===== src/design/assert_macros.svh =====
// ----------------------------------------------------------------------------
// Assertion macros
// Shared concurrent assertion shorthands, clocked on clk_i and disabled while
// rst_ni is low.
// ----------------------------------------------------------------------------
`ifndef ASSERT_MACROS_SVH
`define ASSERT_MACROS_SVH

// Same-cycle implication.
`define ASSERT_IMP(lbl, ante, cons, msg) \
  lbl: assert property (@(posedge clk_i) disable iff (!rst_ni) (ante) |-> (cons)) \
    else $error(msg);

// Next-cycle implication.
`define ASSERT_NXT(lbl, ante, cons, msg) \
  lbl: assert property (@(posedge clk_i) disable iff (!rst_ni) (ante) |=> (cons)) \
    else $error(msg);

`endif


===== src/design/pidc_pkg.sv =====
// ----------------------------------------------------------------------------
// PID controller package
// Types, widths and register codes shared by the clamped PID controller.
// ----------------------------------------------------------------------------
`default_nettype none

package pidc_pkg;

  localparam int unsigned DataW  = 16;
  localparam int unsigned ErrW   = DataW + 1;
  localparam int unsigned DerrW  = DataW + 2;
  localparam int unsigned PprodW = DataW + ErrW;
  localparam int unsigned DprodW = DataW + DerrW;
  localparam int unsigned IntW   = 25;
  localparam int unsigned FracW  = 8;
  localparam int unsigned CfgIdxW = 3;

  typedef enum logic {
    OP_COMPUTE = 1'b0,
    OP_CLEAR   = 1'b1
  } op_e;

  localparam logic [CfgIdxW-1:0] REG_GAIN_P      = 3'd0;
  localparam logic [CfgIdxW-1:0] REG_GAIN_I      = 3'd1;
  localparam logic [CfgIdxW-1:0] REG_GAIN_D      = 3'd2;
  localparam logic [CfgIdxW-1:0] REG_INT_LIMIT   = 3'd3;
  localparam logic [CfgIdxW-1:0] REG_DRIVE_UPPER = 3'd4;
  localparam logic [CfgIdxW-1:0] REG_DRIVE_LOWER = 3'd5;

  localparam logic signed [DataW-1:0] DriveUpperReset = 16'sh7FFF;
  localparam logic signed [DataW-1:0] DriveLowerReset = 16'sh8000;

  typedef struct packed {
    logic signed [DataW-1:0] gain_p;
    logic signed [DataW-1:0] gain_i;
    logic signed [DataW-1:0] gain_d;
    logic        [DataW-1:0] integral_limit;
    logic signed [DataW-1:0] drive_upper;
    logic signed [DataW-1:0] drive_lower;
  } cfg_t;

  // Products of one transaction, handed from the front to the back stage.
  typedef struct packed {
    logic                     valid;
    op_e                      op;
    logic signed [PprodW-1:0] p_prod;
    logic signed [PprodW-1:0] i_prod;
    logic signed [DprodW-1:0] d_prod;
  } prod_t;

endpackage

`default_nettype wire


===== src/design/pidc_cfg_regs.sv =====
// ----------------------------------------------------------------------------
// PID configuration registers
// Write-only register file for gains and limits.
// ----------------------------------------------------------------------------
`default_nettype none

module pidc_cfg_regs (
  input  wire logic                           clk_i,
  input  wire logic                           rst_ni,
  input  wire logic                           cfg_we_i,
  input  wire logic [pidc_pkg::CfgIdxW-1:0]   cfg_index_i,
  input  wire logic [pidc_pkg::DataW-1:0]     cfg_data_i,
  output pidc_pkg::cfg_t                      cfg_o
);
  import pidc_pkg::*;

  cfg_t cfg_q, cfg_d;

  always_comb begin
    cfg_d = cfg_q;
    if (cfg_we_i) begin
      unique case (cfg_index_i)
        REG_GAIN_P:      cfg_d.gain_p         = cfg_data_i;
        REG_GAIN_I:      cfg_d.gain_i         = cfg_data_i;
        REG_GAIN_D:      cfg_d.gain_d         = cfg_data_i;
        REG_INT_LIMIT:   cfg_d.integral_limit = cfg_data_i;
        REG_DRIVE_UPPER: cfg_d.drive_upper    = cfg_data_i;
        REG_DRIVE_LOWER: cfg_d.drive_lower    = cfg_data_i;
        default:         cfg_d = cfg_q;
      endcase
    end
  end

  always_ff @(posedge clk_i or negedge rst_ni) begin
    if (!rst_ni) begin
      cfg_q.gain_p         <= '0;
      cfg_q.gain_i         <= '0;
      cfg_q.gain_d         <= '0;
      cfg_q.integral_limit <= '0;
      cfg_q.drive_upper    <= DriveUpperReset;
      cfg_q.drive_lower    <= DriveLowerReset;
    end else begin
      cfg_q <= cfg_d;
    end
  end

  assign cfg_o = cfg_q;

endmodule

`default_nettype wire


===== src/design/pidc_front.sv =====
// ----------------------------------------------------------------------------
// PID front stage
// Input register, error and derivative difference, and the three gain
// products, registered for the back stage.
// ----------------------------------------------------------------------------
`default_nettype none

module pidc_front (
  input  wire logic                              clk_i,
  input  wire logic                              rst_ni,
  input  wire pidc_pkg::cfg_t                    cfg_i,
  input  wire logic                              advance_i,
  input  wire logic                              in_valid_i,
  input  wire logic                              operation_i,
  input  wire logic signed [pidc_pkg::DataW-1:0] target_value_i,
  input  wire logic signed [pidc_pkg::DataW-1:0] measured_value_i,
  output pidc_pkg::prod_t                        prod_o
);
  import pidc_pkg::*;

  logic                    in_valid_q;
  op_e                     op_q;
  logic signed [DataW-1:0] target_q;
  logic signed [DataW-1:0] measured_q;
  logic signed [ErrW-1:0]  prev_err_q, prev_err_d;
  logic signed [ErrW-1:0]  err;
  logic signed [DerrW-1:0] derr;
  prod_t                   prod_q, prod_d;

  always_ff @(posedge clk_i or negedge rst_ni) begin
    if (!rst_ni) begin
      in_valid_q <= 1'b0;
    end else if (advance_i) begin
      in_valid_q <= in_valid_i;
    end
  end

  always_ff @(posedge clk_i) begin
    if (advance_i && in_valid_i) begin
      op_q       <= op_e'(operation_i);
      target_q   <= target_value_i;
      measured_q <= measured_value_i;
    end
  end

  always_comb begin
    err  = ErrW'(target_q) - ErrW'(measured_q);
    derr = DerrW'(err) - DerrW'(prev_err_q);

    prod_d.valid  = in_valid_q;
    prod_d.op     = op_q;
    prod_d.p_prod = $signed(cfg_i.gain_p) * err;
    prod_d.i_prod = $signed(cfg_i.gain_i) * err;
    prod_d.d_prod = $signed(cfg_i.gain_d) * derr;

    prev_err_d = prev_err_q;
    if (advance_i && in_valid_q) begin
      prev_err_d = (op_q == OP_CLEAR) ? '0 : err;
    end
  end

  always_ff @(posedge clk_i or negedge rst_ni) begin
    if (!rst_ni) begin
      prev_err_q <= '0;
      prod_q     <= '0;
    end else begin
      prev_err_q <= prev_err_d;
      if (advance_i) begin
        prod_q <= prod_d;
      end
    end
  end

  assign prod_o = prod_q;

endmodule

`default_nettype wire


===== src/design/pidc_back.sv =====
// ----------------------------------------------------------------------------
// PID back stage
// Integral update and clamp, sum of the three terms, truncation toward zero,
// drive limits and the result register.
// ----------------------------------------------------------------------------
`default_nettype none
`include "assert_macros.svh"

module pidc_back (
  input  wire logic                               clk_i,
  input  wire logic                               rst_ni,
  input  wire pidc_pkg::cfg_t                     cfg_i,
  input  wire logic                               advance_i,
  input  wire pidc_pkg::prod_t                    prod_i,
  output logic                                    drive_valid_o,
  output logic signed [pidc_pkg::DataW-1:0]       drive_value_o
);
  import pidc_pkg::*;

  localparam int unsigned SumW  = PprodW + 1;
  localparam int unsigned AccW  = DprodW + 1;
  localparam int unsigned WholeW = AccW - FracW;

  logic signed [IntW-1:0]   integral_q, integral_d;
  logic signed [IntW-1:0]   int_new;
  logic signed [IntW-1:0]   lim;
  logic signed [SumW-1:0]   isum;
  logic signed [SumW-1:0]   lim_w;
  logic signed [AccW-1:0]   acc;
  logic signed [AccW-1:0]   acc_adj;
  logic signed [WholeW-1:0] whole;
  logic signed [WholeW-1:0] upper_w, lower_w;
  logic signed [DataW-1:0]  drive_d;
  logic signed [DataW-1:0]  drive_q;
  logic                     valid_q;

  always_comb begin
    lim   = $signed({1'b0, cfg_i.integral_limit, {FracW{1'b0}}});
    lim_w = SumW'(lim);
    isum  = SumW'(integral_q) + SumW'(prod_i.i_prod);

    // Clamp the integral to the symmetric limit; the sum never wraps.
    int_new = IntW'(isum);
    if (isum < 0) begin
      if (isum < -lim_w) begin
        int_new = -lim;
      end
    end else if (isum > lim_w) begin
      int_new = lim;
    end

    acc = AccW'(prod_i.p_prod) + AccW'(int_new) + AccW'(prod_i.d_prod);

    // Truncate toward zero: bias negative values before the arithmetic shift.
    acc_adj = acc + ((acc < 0) ? AccW'(255) : AccW'(0));
    whole   = acc_adj[AccW-1:FracW];

    upper_w = WholeW'(cfg_i.drive_upper);
    lower_w = WholeW'(cfg_i.drive_lower);
    if (whole > upper_w) begin
      drive_d = cfg_i.drive_upper;
    end else if (whole < lower_w) begin
      drive_d = cfg_i.drive_lower;
    end else begin
      drive_d = whole[DataW-1:0];
    end

    integral_d = integral_q;
    if (advance_i && prod_i.valid) begin
      if (prod_i.op == OP_CLEAR) begin
        integral_d = '0;
        drive_d    = '0;
      end else begin
        integral_d = int_new;
      end
    end
  end

  always_ff @(posedge clk_i or negedge rst_ni) begin
    if (!rst_ni) begin
      integral_q <= '0;
      valid_q    <= 1'b0;
    end else begin
      integral_q <= integral_d;
      if (advance_i) begin
        valid_q <= prod_i.valid;
      end
    end
  end

  always_ff @(posedge clk_i) begin
    if (advance_i && prod_i.valid) begin
      drive_q <= drive_d;
    end
  end

  assign drive_valid_o = valid_q;
  assign drive_value_o = drive_q;

  `ASSERT_NXT(a_integral_bounded, advance_i && prod_i.valid && prod_i.op == OP_COMPUTE, (integral_q <= lim) && (integral_q >= -lim), "integral left its limit")
  `ASSERT_NXT(a_clear_gives_zero, advance_i && prod_i.valid && prod_i.op == OP_CLEAR, (drive_q == '0) && (integral_q == '0), "clear did not zero output and integral")
  `ASSERT_NXT(a_drive_in_limits, advance_i && prod_i.valid && prod_i.op == OP_COMPUTE && cfg_i.drive_upper >= cfg_i.drive_lower, (drive_q <= cfg_i.drive_upper) && (drive_q >= cfg_i.drive_lower), "drive outside its limits")

endmodule

`default_nettype wire


===== src/design/pid_controller_clamped_core.sv =====
// ----------------------------------------------------------------------------
// Clamped positional PID controller core
// One control step per input transaction with a clamped integral term.
// ----------------------------------------------------------------------------
// Usage:
// The input channel carries an operation (compute or clear), a setpoint and a
// measurement; the output channel returns one drive value per transaction.
// Both channels use valid and stall: a transaction completes at a clock edge
// where valid is high and stall is low.
// A compute step forms the error, adds gain_i times the error to the stored
// integral (clamped to plus or minus integral_limit), sums the P, I and D
// terms, truncates toward zero and applies the upper limit, then the lower.
// A clear zeroes the integral and the previous error and returns zero.
// A result passes through an input register, a register after the three gain
// multipliers, and the result register before drive_valid_o rises. One
// transaction is accepted every cycle while the output is taken.
// Reset clears the pipeline, the integral and the previous error, and sets
// the gains to zero and the drive limits to the full 16-bit range.
// When the receiver stalls a waiting result, the whole pipeline holds and
// in_stall_o rises, so no result is lost. Configuration is written through a
// plain write port and is meant to change only while the core is idle.
// ----------------------------------------------------------------------------
`default_nettype none
`include "assert_macros.svh"

module pid_controller_clamped_core (
  input  wire logic                                clk_i,
  input  wire logic                                rst_ni,
  input  wire logic                                cfg_we_i,
  input  wire logic [pidc_pkg::CfgIdxW-1:0]        cfg_index_i,
  input  wire logic [pidc_pkg::DataW-1:0]          cfg_data_i,
  input  wire logic                                in_valid_i,
  output logic                                     in_stall_o,
  input  wire logic                                operation_i,
  input  wire logic signed [pidc_pkg::DataW-1:0]   target_value_i,
  input  wire logic signed [pidc_pkg::DataW-1:0]   measured_value_i,
  output logic                                     drive_valid_o,
  input  wire logic                                drive_stall_i,
  output logic signed [pidc_pkg::DataW-1:0]        drive_value_o
);
  import pidc_pkg::*;

  cfg_t  cfg;
  prod_t prod;
  logic  advance;

  // The pipeline moves as a whole unless a finished result is being held.
  assign advance    = !drive_valid_o || !drive_stall_i;
  assign in_stall_o = !advance;

  pidc_cfg_regs u_cfg_regs (
    .clk_i       (clk_i),
    .rst_ni      (rst_ni),
    .cfg_we_i    (cfg_we_i),
    .cfg_index_i (cfg_index_i),
    .cfg_data_i  (cfg_data_i),
    .cfg_o       (cfg)
  );

  pidc_front u_front (
    .clk_i            (clk_i),
    .rst_ni           (rst_ni),
    .cfg_i            (cfg),
    .advance_i        (advance),
    .in_valid_i       (in_valid_i),
    .operation_i      (operation_i),
    .target_value_i   (target_value_i),
    .measured_value_i (measured_value_i),
    .prod_o           (prod)
  );

  pidc_back u_back (
    .clk_i         (clk_i),
    .rst_ni        (rst_ni),
    .cfg_i         (cfg),
    .advance_i     (advance),
    .prod_i        (prod),
    .drive_valid_o (drive_valid_o),
    .drive_value_o (drive_value_o)
  );

  `ASSERT_IMP(a_stall_only_when_full, in_stall_o, drive_valid_o && drive_stall_i, "input stalled without a held result")

endmodule

`default_nettype wire


===== config.mk =====
export PLATFORM = sky130hd
export DESIGN_NAME = pid_controller_clamped_core
export DESIGN_NICKNAME = d
export VERILOG_FILES = /design/src/design/pidc_pkg.sv /design/src/design/pidc_cfg_regs.sv /design/src/design/pidc_front.sv /design/src/design/pidc_back.sv /design/src/design/pid_controller_clamped_core.sv
export VERILOG_INCLUDE_DIRS = /design/src /design/src/design
export SDC_FILE = /design/constraint.sdc
export NUM_CORES = 2
export LEC_CHECK = 0
export BUFFER_PORTS_ARGS = -buffer_cell sky130_fd_sc_hd__clkbuf_2
export CAP_MARGIN = 0
export CORE_ASPECT_RATIO = 0.7
export CORE_MARGIN = 8
export CORE_UTILIZATION = 40
export CTS_BUF_LIST = sky130_fd_sc_hd__clkbuf_8
export DETAILED_ROUTE_END_ITERATION = 8
export GPL_TIMING_DRIVEN = 0
export RECOVER_POWER = 25
export SLEW_MARGIN = 0
export SYNTH_ARGS = -nofsm -noshare
export SYNTH_HDL_FRONTEND = slang
export SYNTH_SLANG_ARGS = --single-unit
export TNS_END_PERCENT = 20

===== constraint.sdc =====
create_clock -name clk_i -period 14.2 [get_ports clk_i]
set_input_delay 4.26 -clock clk_i [delete_from_list [all_inputs] [get_ports clk_i]]
set_output_delay 4.26 -clock clk_i [all_outputs]
set_load 0.05 [all_outputs]

**Word level (Yosys, flattened, before mapping)**

Cells that the tools add are included.

- Flip-flop bits (word level): 291
- Bits in latches: 0
- Memory bits (writable): 0
- ROM bits: 0
- Input bits: 57
- Word-level logic and storage cells: 63
- Memories kept: 0

- $add $sub $neg: 8
- $mul: 3
- Div/mod/pow operators: 0
- $lt $le $gt $ge: 6
- Equality and inequality tests: 5
- Shifts and indexed selects: 0
- Multiplexer cells: 8
- Bitwise logic cells: 0
- Reduce and logical (&&, ||, !) cells: 14

Operators by type and width:

| operator | number |
|---|---|
| $mux 25 | 4 |
| $mul 16x17->33 | 2 |
| $add 34x34->35 | 1 |
| $add 35x35->35 | 1 |
| $lt 35x1->1 const B | 1 |
| $add 25x33->34 | 1 |
| $add 33x25->34 | 1 |
| $gt 34x25->1 | 1 |
| $lt 34x1->1 const B | 1 |
| $lt 34x34->1 | 1 |
| $mul 16x18->34 | 1 |
| $neg 24->34 | 1 |
| $mux 16 | 2 |
| $gt 27x16->1 | 1 |
| $lt 27x16->1 | 1 |
| $neg 24->25 | 1 |
| $sub 17x17->18 | 1 |
| $mux 17 | 1 |
| $sub 16x16->17 | 1 |
| $reduce_and 2->1 | 6 |
| $mux 8 | 1 |
| $eq 3x2->1 const B | 2 |
| $eq 3x3->1 const B | 2 |
| $eq 3x1->1 const B | 1 |
| 4 further kinds | 8 |

**Depth between registers and ports, before layout**

- Depth after elaboration: 12
- Mapped depth: 62
- Gate-level depth less buffers: 58

**By module**

Synthesis repeated with hierarchy kept, for this count alone.

- Cell total of the unflattened synthesis: 5556
- Area total of the unflattened synthesis: 52306.4 µm²

By module, submodules not included:

| module | times used | cells each | area an instance (µm²) |
|---|---|---|---|
| pidc_front | 1 | 4031 | 38231.7 |
| pidc_back | 1 | 1315 | 10366.2 |
| pidc_cfg_regs | 1 | 208 | 3698.5 |
| pid_controller_clamped_core | 1 | 2 | 10.0 |

**Worst setup path before layout**

Ideal clock, no wire load.

- Kind: register -> register
- Start: register u_front.prod_q (netlist bit u_front.prod_o[38])
- End: register u_back.drive_q[10] (netlist: u_back.drive_value_o[10]), data pin
- Library setup time: 267 ps
- Arrival: 12183 ps
- Path slack: 1750 ps
- Stages on the path, launching flop included: 51
- Buffers on the path: 2
- Clock period less this slack: 12450 ps
- Cell sequence: dfrtp_1 ha_1 a2111oi_4 o21ai_2 a2111o_1 a21oi_2 a2111oi_1 or4b_4 a31oi_4 xor2_2 inv_1 ha_1 a21o_1 a21oi_1 nor2b_1 o21ai_0 and3b_1 nand2_1 [15 not listed] a21o_1 nand4b_1 nand3_1 nor3_1 nand4_1 nor4_2 nand4_1 xnor2_1 ha_1 nand4_1 or2_2 or3_1 o221ai_1 a21oi_1 mux2i_2 buf_2 mux2i_1 o21ai_0

- Longest elaborated chain between the ends: 12
- Elaborated cells between the ends (all ways): 16

Ends and longest elaborated chain:

| what | RTL line | source |
|---|---|---|
| start: declaration | pidc_front.sv:28 | `prod_t prod_q, prod_d;` |
| start signal: assignment | pidc_front.sv:69 | `prod_q <= prod_d;` |
| $add 25x33->34 (*) | pidc_back.sv:40 | `isum = SumW'(integral_q) + SumW'(prod_i.i_prod);` |
| $gt 34x25->1 or $lt 34x34->1 (tied branches) | pidc_back.sv:48, pidc_back.sv:45 |  |
| $mux 25 (on tied branches) | pidc_back.sv:48, pidc_back.sv:45 |  |
| $mux 25 (*) | pidc_back.sv:44 | `if (isum < 0) begin` |
| $add 33x25->34 (*) | pidc_back.sv:52 | `acc = AccW'(prod_i.p_prod) + AccW'(int_new) + AccW'(prod_i.d_prod);` |
| $add 34x34->35 (*) | pidc_back.sv:52 |  |
| $lt 35x1->1 | pidc_back.sv:55 | `acc_adj = acc + ((acc < 0) ? AccW'(255) : AccW'(0));` |
| $mux 8 | pidc_back.sv:55 |  |
| $add 35x35->35 (*) | pidc_back.sv:55 |  |
| $lt 27x16->1 | pidc_back.sv:62 | `end else if (whole < lower_w) begin` |
| $mux 16 | pidc_back.sv:62 |  |
| $mux 16 (*) | pidc_back.sv:60 | `if (whole > upper_w) begin` |
| end signal: assignment | pidc_back.sv:93 | `drive_q <= drive_d;` |
| end: declaration | pidc_back.sv:34 | `logic signed [DataW-1:0] drive_q;` |

Every way passes the cells marked *; elsewhere a longest branch is shown, timed or not.
A chain may end at the register's enable or synchronous reset.

**Worst setup path in the final report**

- Start: register u_front.prod_q (netlist bit u_front.prod_o[38])
- End: register u_back.drive_q[13] (netlist: u_back.drive_value_o[13]), data pin

Same word-level chain as after synthesis.

==> impl_metrics.ini <==
[status]
outcome = finished with violations
violations = capacitance limit, slew limit

[timing]
final-setup-viol-count = 0
fin_crit_sh_pct = 95.9
finalClockSkew_ps = 66.9
finalMaxSlewViolations = 150
tightest_slew_ps = 4340
final_hold_viol_count = 0
period_minus_slack_ps = 13620
slew-limit-headroom_pct = -189
fmax_ghz = 0.0734

[global_routing]
overflow = 0
grt_use_total_pct = 23.5
grt_pass1_wl_mm = 251
antenna_found_initial = 24
grt_max_degree = 104
first_global_vias = 40100

[routing]
viasPerCell = 5.39
drc = 0
dr_wl_met2_mm = 63.1
met1_length_mm = 74.8
routed_wl_mm = 165
ant_nets = 0
dr_wl_met3_mm = 23.4
highest_layer = met5
drtIter0Drc = 3975
routedWlPerCell_um = 22.2
vias = 40100
drt_first_pass_iters = 6

[worst_setup_path]
reg2reg_from = u_front.prod_o[38]
worst_setup_path_start_kind = register
cp-startpoint = u_front.prod_o[38]
end_kind = register
crit_end = u_back.drive_value_o[13]
crit_required_ps = 14700
slowest_stage = a2111o_1
cp_slowest_stage_delay_ps = 490
reg2reg_slack_ps = 580
r2r_end = u_back.drive_value_o[13]
crit_fanout = 10
r2r_cells = 56
cp_data_arrival_time_ps = 14120
path_class = reg2reg
crit_top_cell = ha_1

[finish]
syn_to_final_growth_pct = 7.87
layout-drive-gt1-share_pct = 5.99
nets = 7095
fillerInstances = 12700
finalInstanceArea_um2 = 55400

[clock_tree]
cts-htree-levels = 2
root_buffer = clkbuf_8
clockBufferDepth = 3
cts_made_buffers = 55
clkTransAtPathRegs_ps = 70
clock_sinks = 291
insertion_delay_ps = 770
cts_tree = built
postCtsHoldBufs = 0

[synthesis]
seq_area_frac_synth_pct = 14.7
synth_top_area_share_pct = 34.3
synth-seq-cells = 291
yosysWarningCount = 0
synth_most_common_cell = inv_1
netlist_area_um2 = 51300
synth_area_leaders = fa_1, ha_1, dfrtp_1
synthDistinctLibCells = 88
async_flop_share_pct = 83.2
synth_area_leader_cell = fa_1
syn-num-nets = 6952
synthTopCellsByCount = inv_1, fa_1, nand2_1, ha_1, and2_1
synth_edf_count = 49
syn_avg_cell_area_um2 = 9.23
synthFlopType = dfrtp_1
netlist_instances = 5561

[placement]
gp_congestion = 0.949
dpl_cell_area_um2 = 53900
dpl.hpwl_mm = 137
io_buffers = 72

[floorplanning]
die_h_um = 316
num_rows = 110
start_util_pct = 40.1
dieArea_um2 = 140000
die_x_um = 444
core_um2 = 128000
ios = 75

[worst_hold_path]
min_path_type = reg2reg

[flow_run]
drv_cap = 3
## worst max-delay path, delay by kind of cell (launching register included)
| family | cells | cell delay [ps] |
|---|---|---|
| compound gates | 24 | 5650 |
| simple gates | 18 | 3590 |
| fa+ha+maj | 6 | 2130 |
| buf+inv | 6 | 1120 |
| xor+xnor | 2 | 500 |
| flops | 1 | 400 |
## how the worst min path moves through the flow
stage,from,endpoint,slack [ps],cells after the start
final,u_front.in_valid_q,u_front.in_valid_q,490,1
after global routing,u_front.in_valid_q,u_front.in_valid_q,510,1
after CTS,u_front.in_valid_q,u_front.in_valid_q,480,1
after detailed placement,u_front.in_valid_q,u_front.in_valid_q,470,1
after global placement,u_front.in_valid_q,u_front.in_valid_q,460,1
after floorplan,u_front.prod_o[34],u_front.prod_o[34],450,2
## what timing repair did
item,4_1_cts,5_1_grt
resized for setup,14,22
setup endpoints to repair,16,19
buffers inserted,2,9
pin swaps,1,4
## cell usage in the layout, fill, tap and decap left out, types with 97 or more instances in the layout
cell,netlist,routed
a21o_1,97,97
nand2_1,665,665
nor2_1,167,167
xnor2_1,138,134
clkbuf_1,205,199
inv_1,1068,1080
o21ai_0,172,172
dfrtp_1,226,226
a21oi_1,194,193
fa_1,880,880
ha_1,454,454
and2_1,319,318
## layout make-up
class,count,area [µm²],area share [%]
clock buffer,65,895,1.62
multi-input combinational,3985,39100,70.7
clock inverter,35,297,0.535
sequential,291,7550,13.6
tap,1680,2100,3.80
inverter,1070,4020,7.25
buffer,213,825,1.49
timing repair buffer,88,512,0.924
antenna,21,52.6,0.0949
## routing by layer
layer	vias up	global-route usage (%)
met5	-	0
met4	2	4.97
met3	201	9.61
met2	1878	31.3
met1	20200	35.3
li1	17900	-
## metrics by stage
step | utilization (%) | setup WS, ps | std cells | setup TNS, ps | hold WS [ps]
after CTS | 43.1 | 16.4 | 7420 | 0 | 483
after floorplan | - | 1750 | 5561 | 0 | 445
after global routing | 43.2 | -35.2 | 7430 | -83.1 | 506
after global placement | 42.0 | -2140 | 7313 | -32110 | 463
after detailed placement | 42.1 | -1040 | 7318 | -13960 | 467
final | 43.3 | 580 | 7448 | 0 | 485
## state kept, by name (all words and copies together), names as in the netlist
| signal | flops |
|---|---|
| u_back.integral_q | 25 |
| u_front.in_valid_q | 1 |
| u_front.prev_err_q | 17 |
| u_back.drive_valid_o | 1 |
| u_front.target_q | 16 |
| u_back.drive_value_o | 16 |
| u_cfg_regs.cfg_o | 96 |
| u_front.measured_q | 16 |
| u_front.op_q | 1 |
| u_front.prod_o | 102 |
## cell families (layout without fill, tap and decap cells)
family,Yosys count,count (layout),synth area share (%)
other,0,21,0
AND/OR/NAND/NOR,1580,1580,15.1
flip-flops,291,291,14.7
multiplexers,104,104,2.24
buffers and inverters,1285,1471,9.41
adder cells (fa/ha/maj),1334,1334,45.4
AO/OA/AOI/OAI,762,762,9.68
XOR/XNOR,205,205,3.51
Power is left out: the tool's default activity adds up to more than one toggle a clock period on the data nets, which glitch-free logic cannot reach.
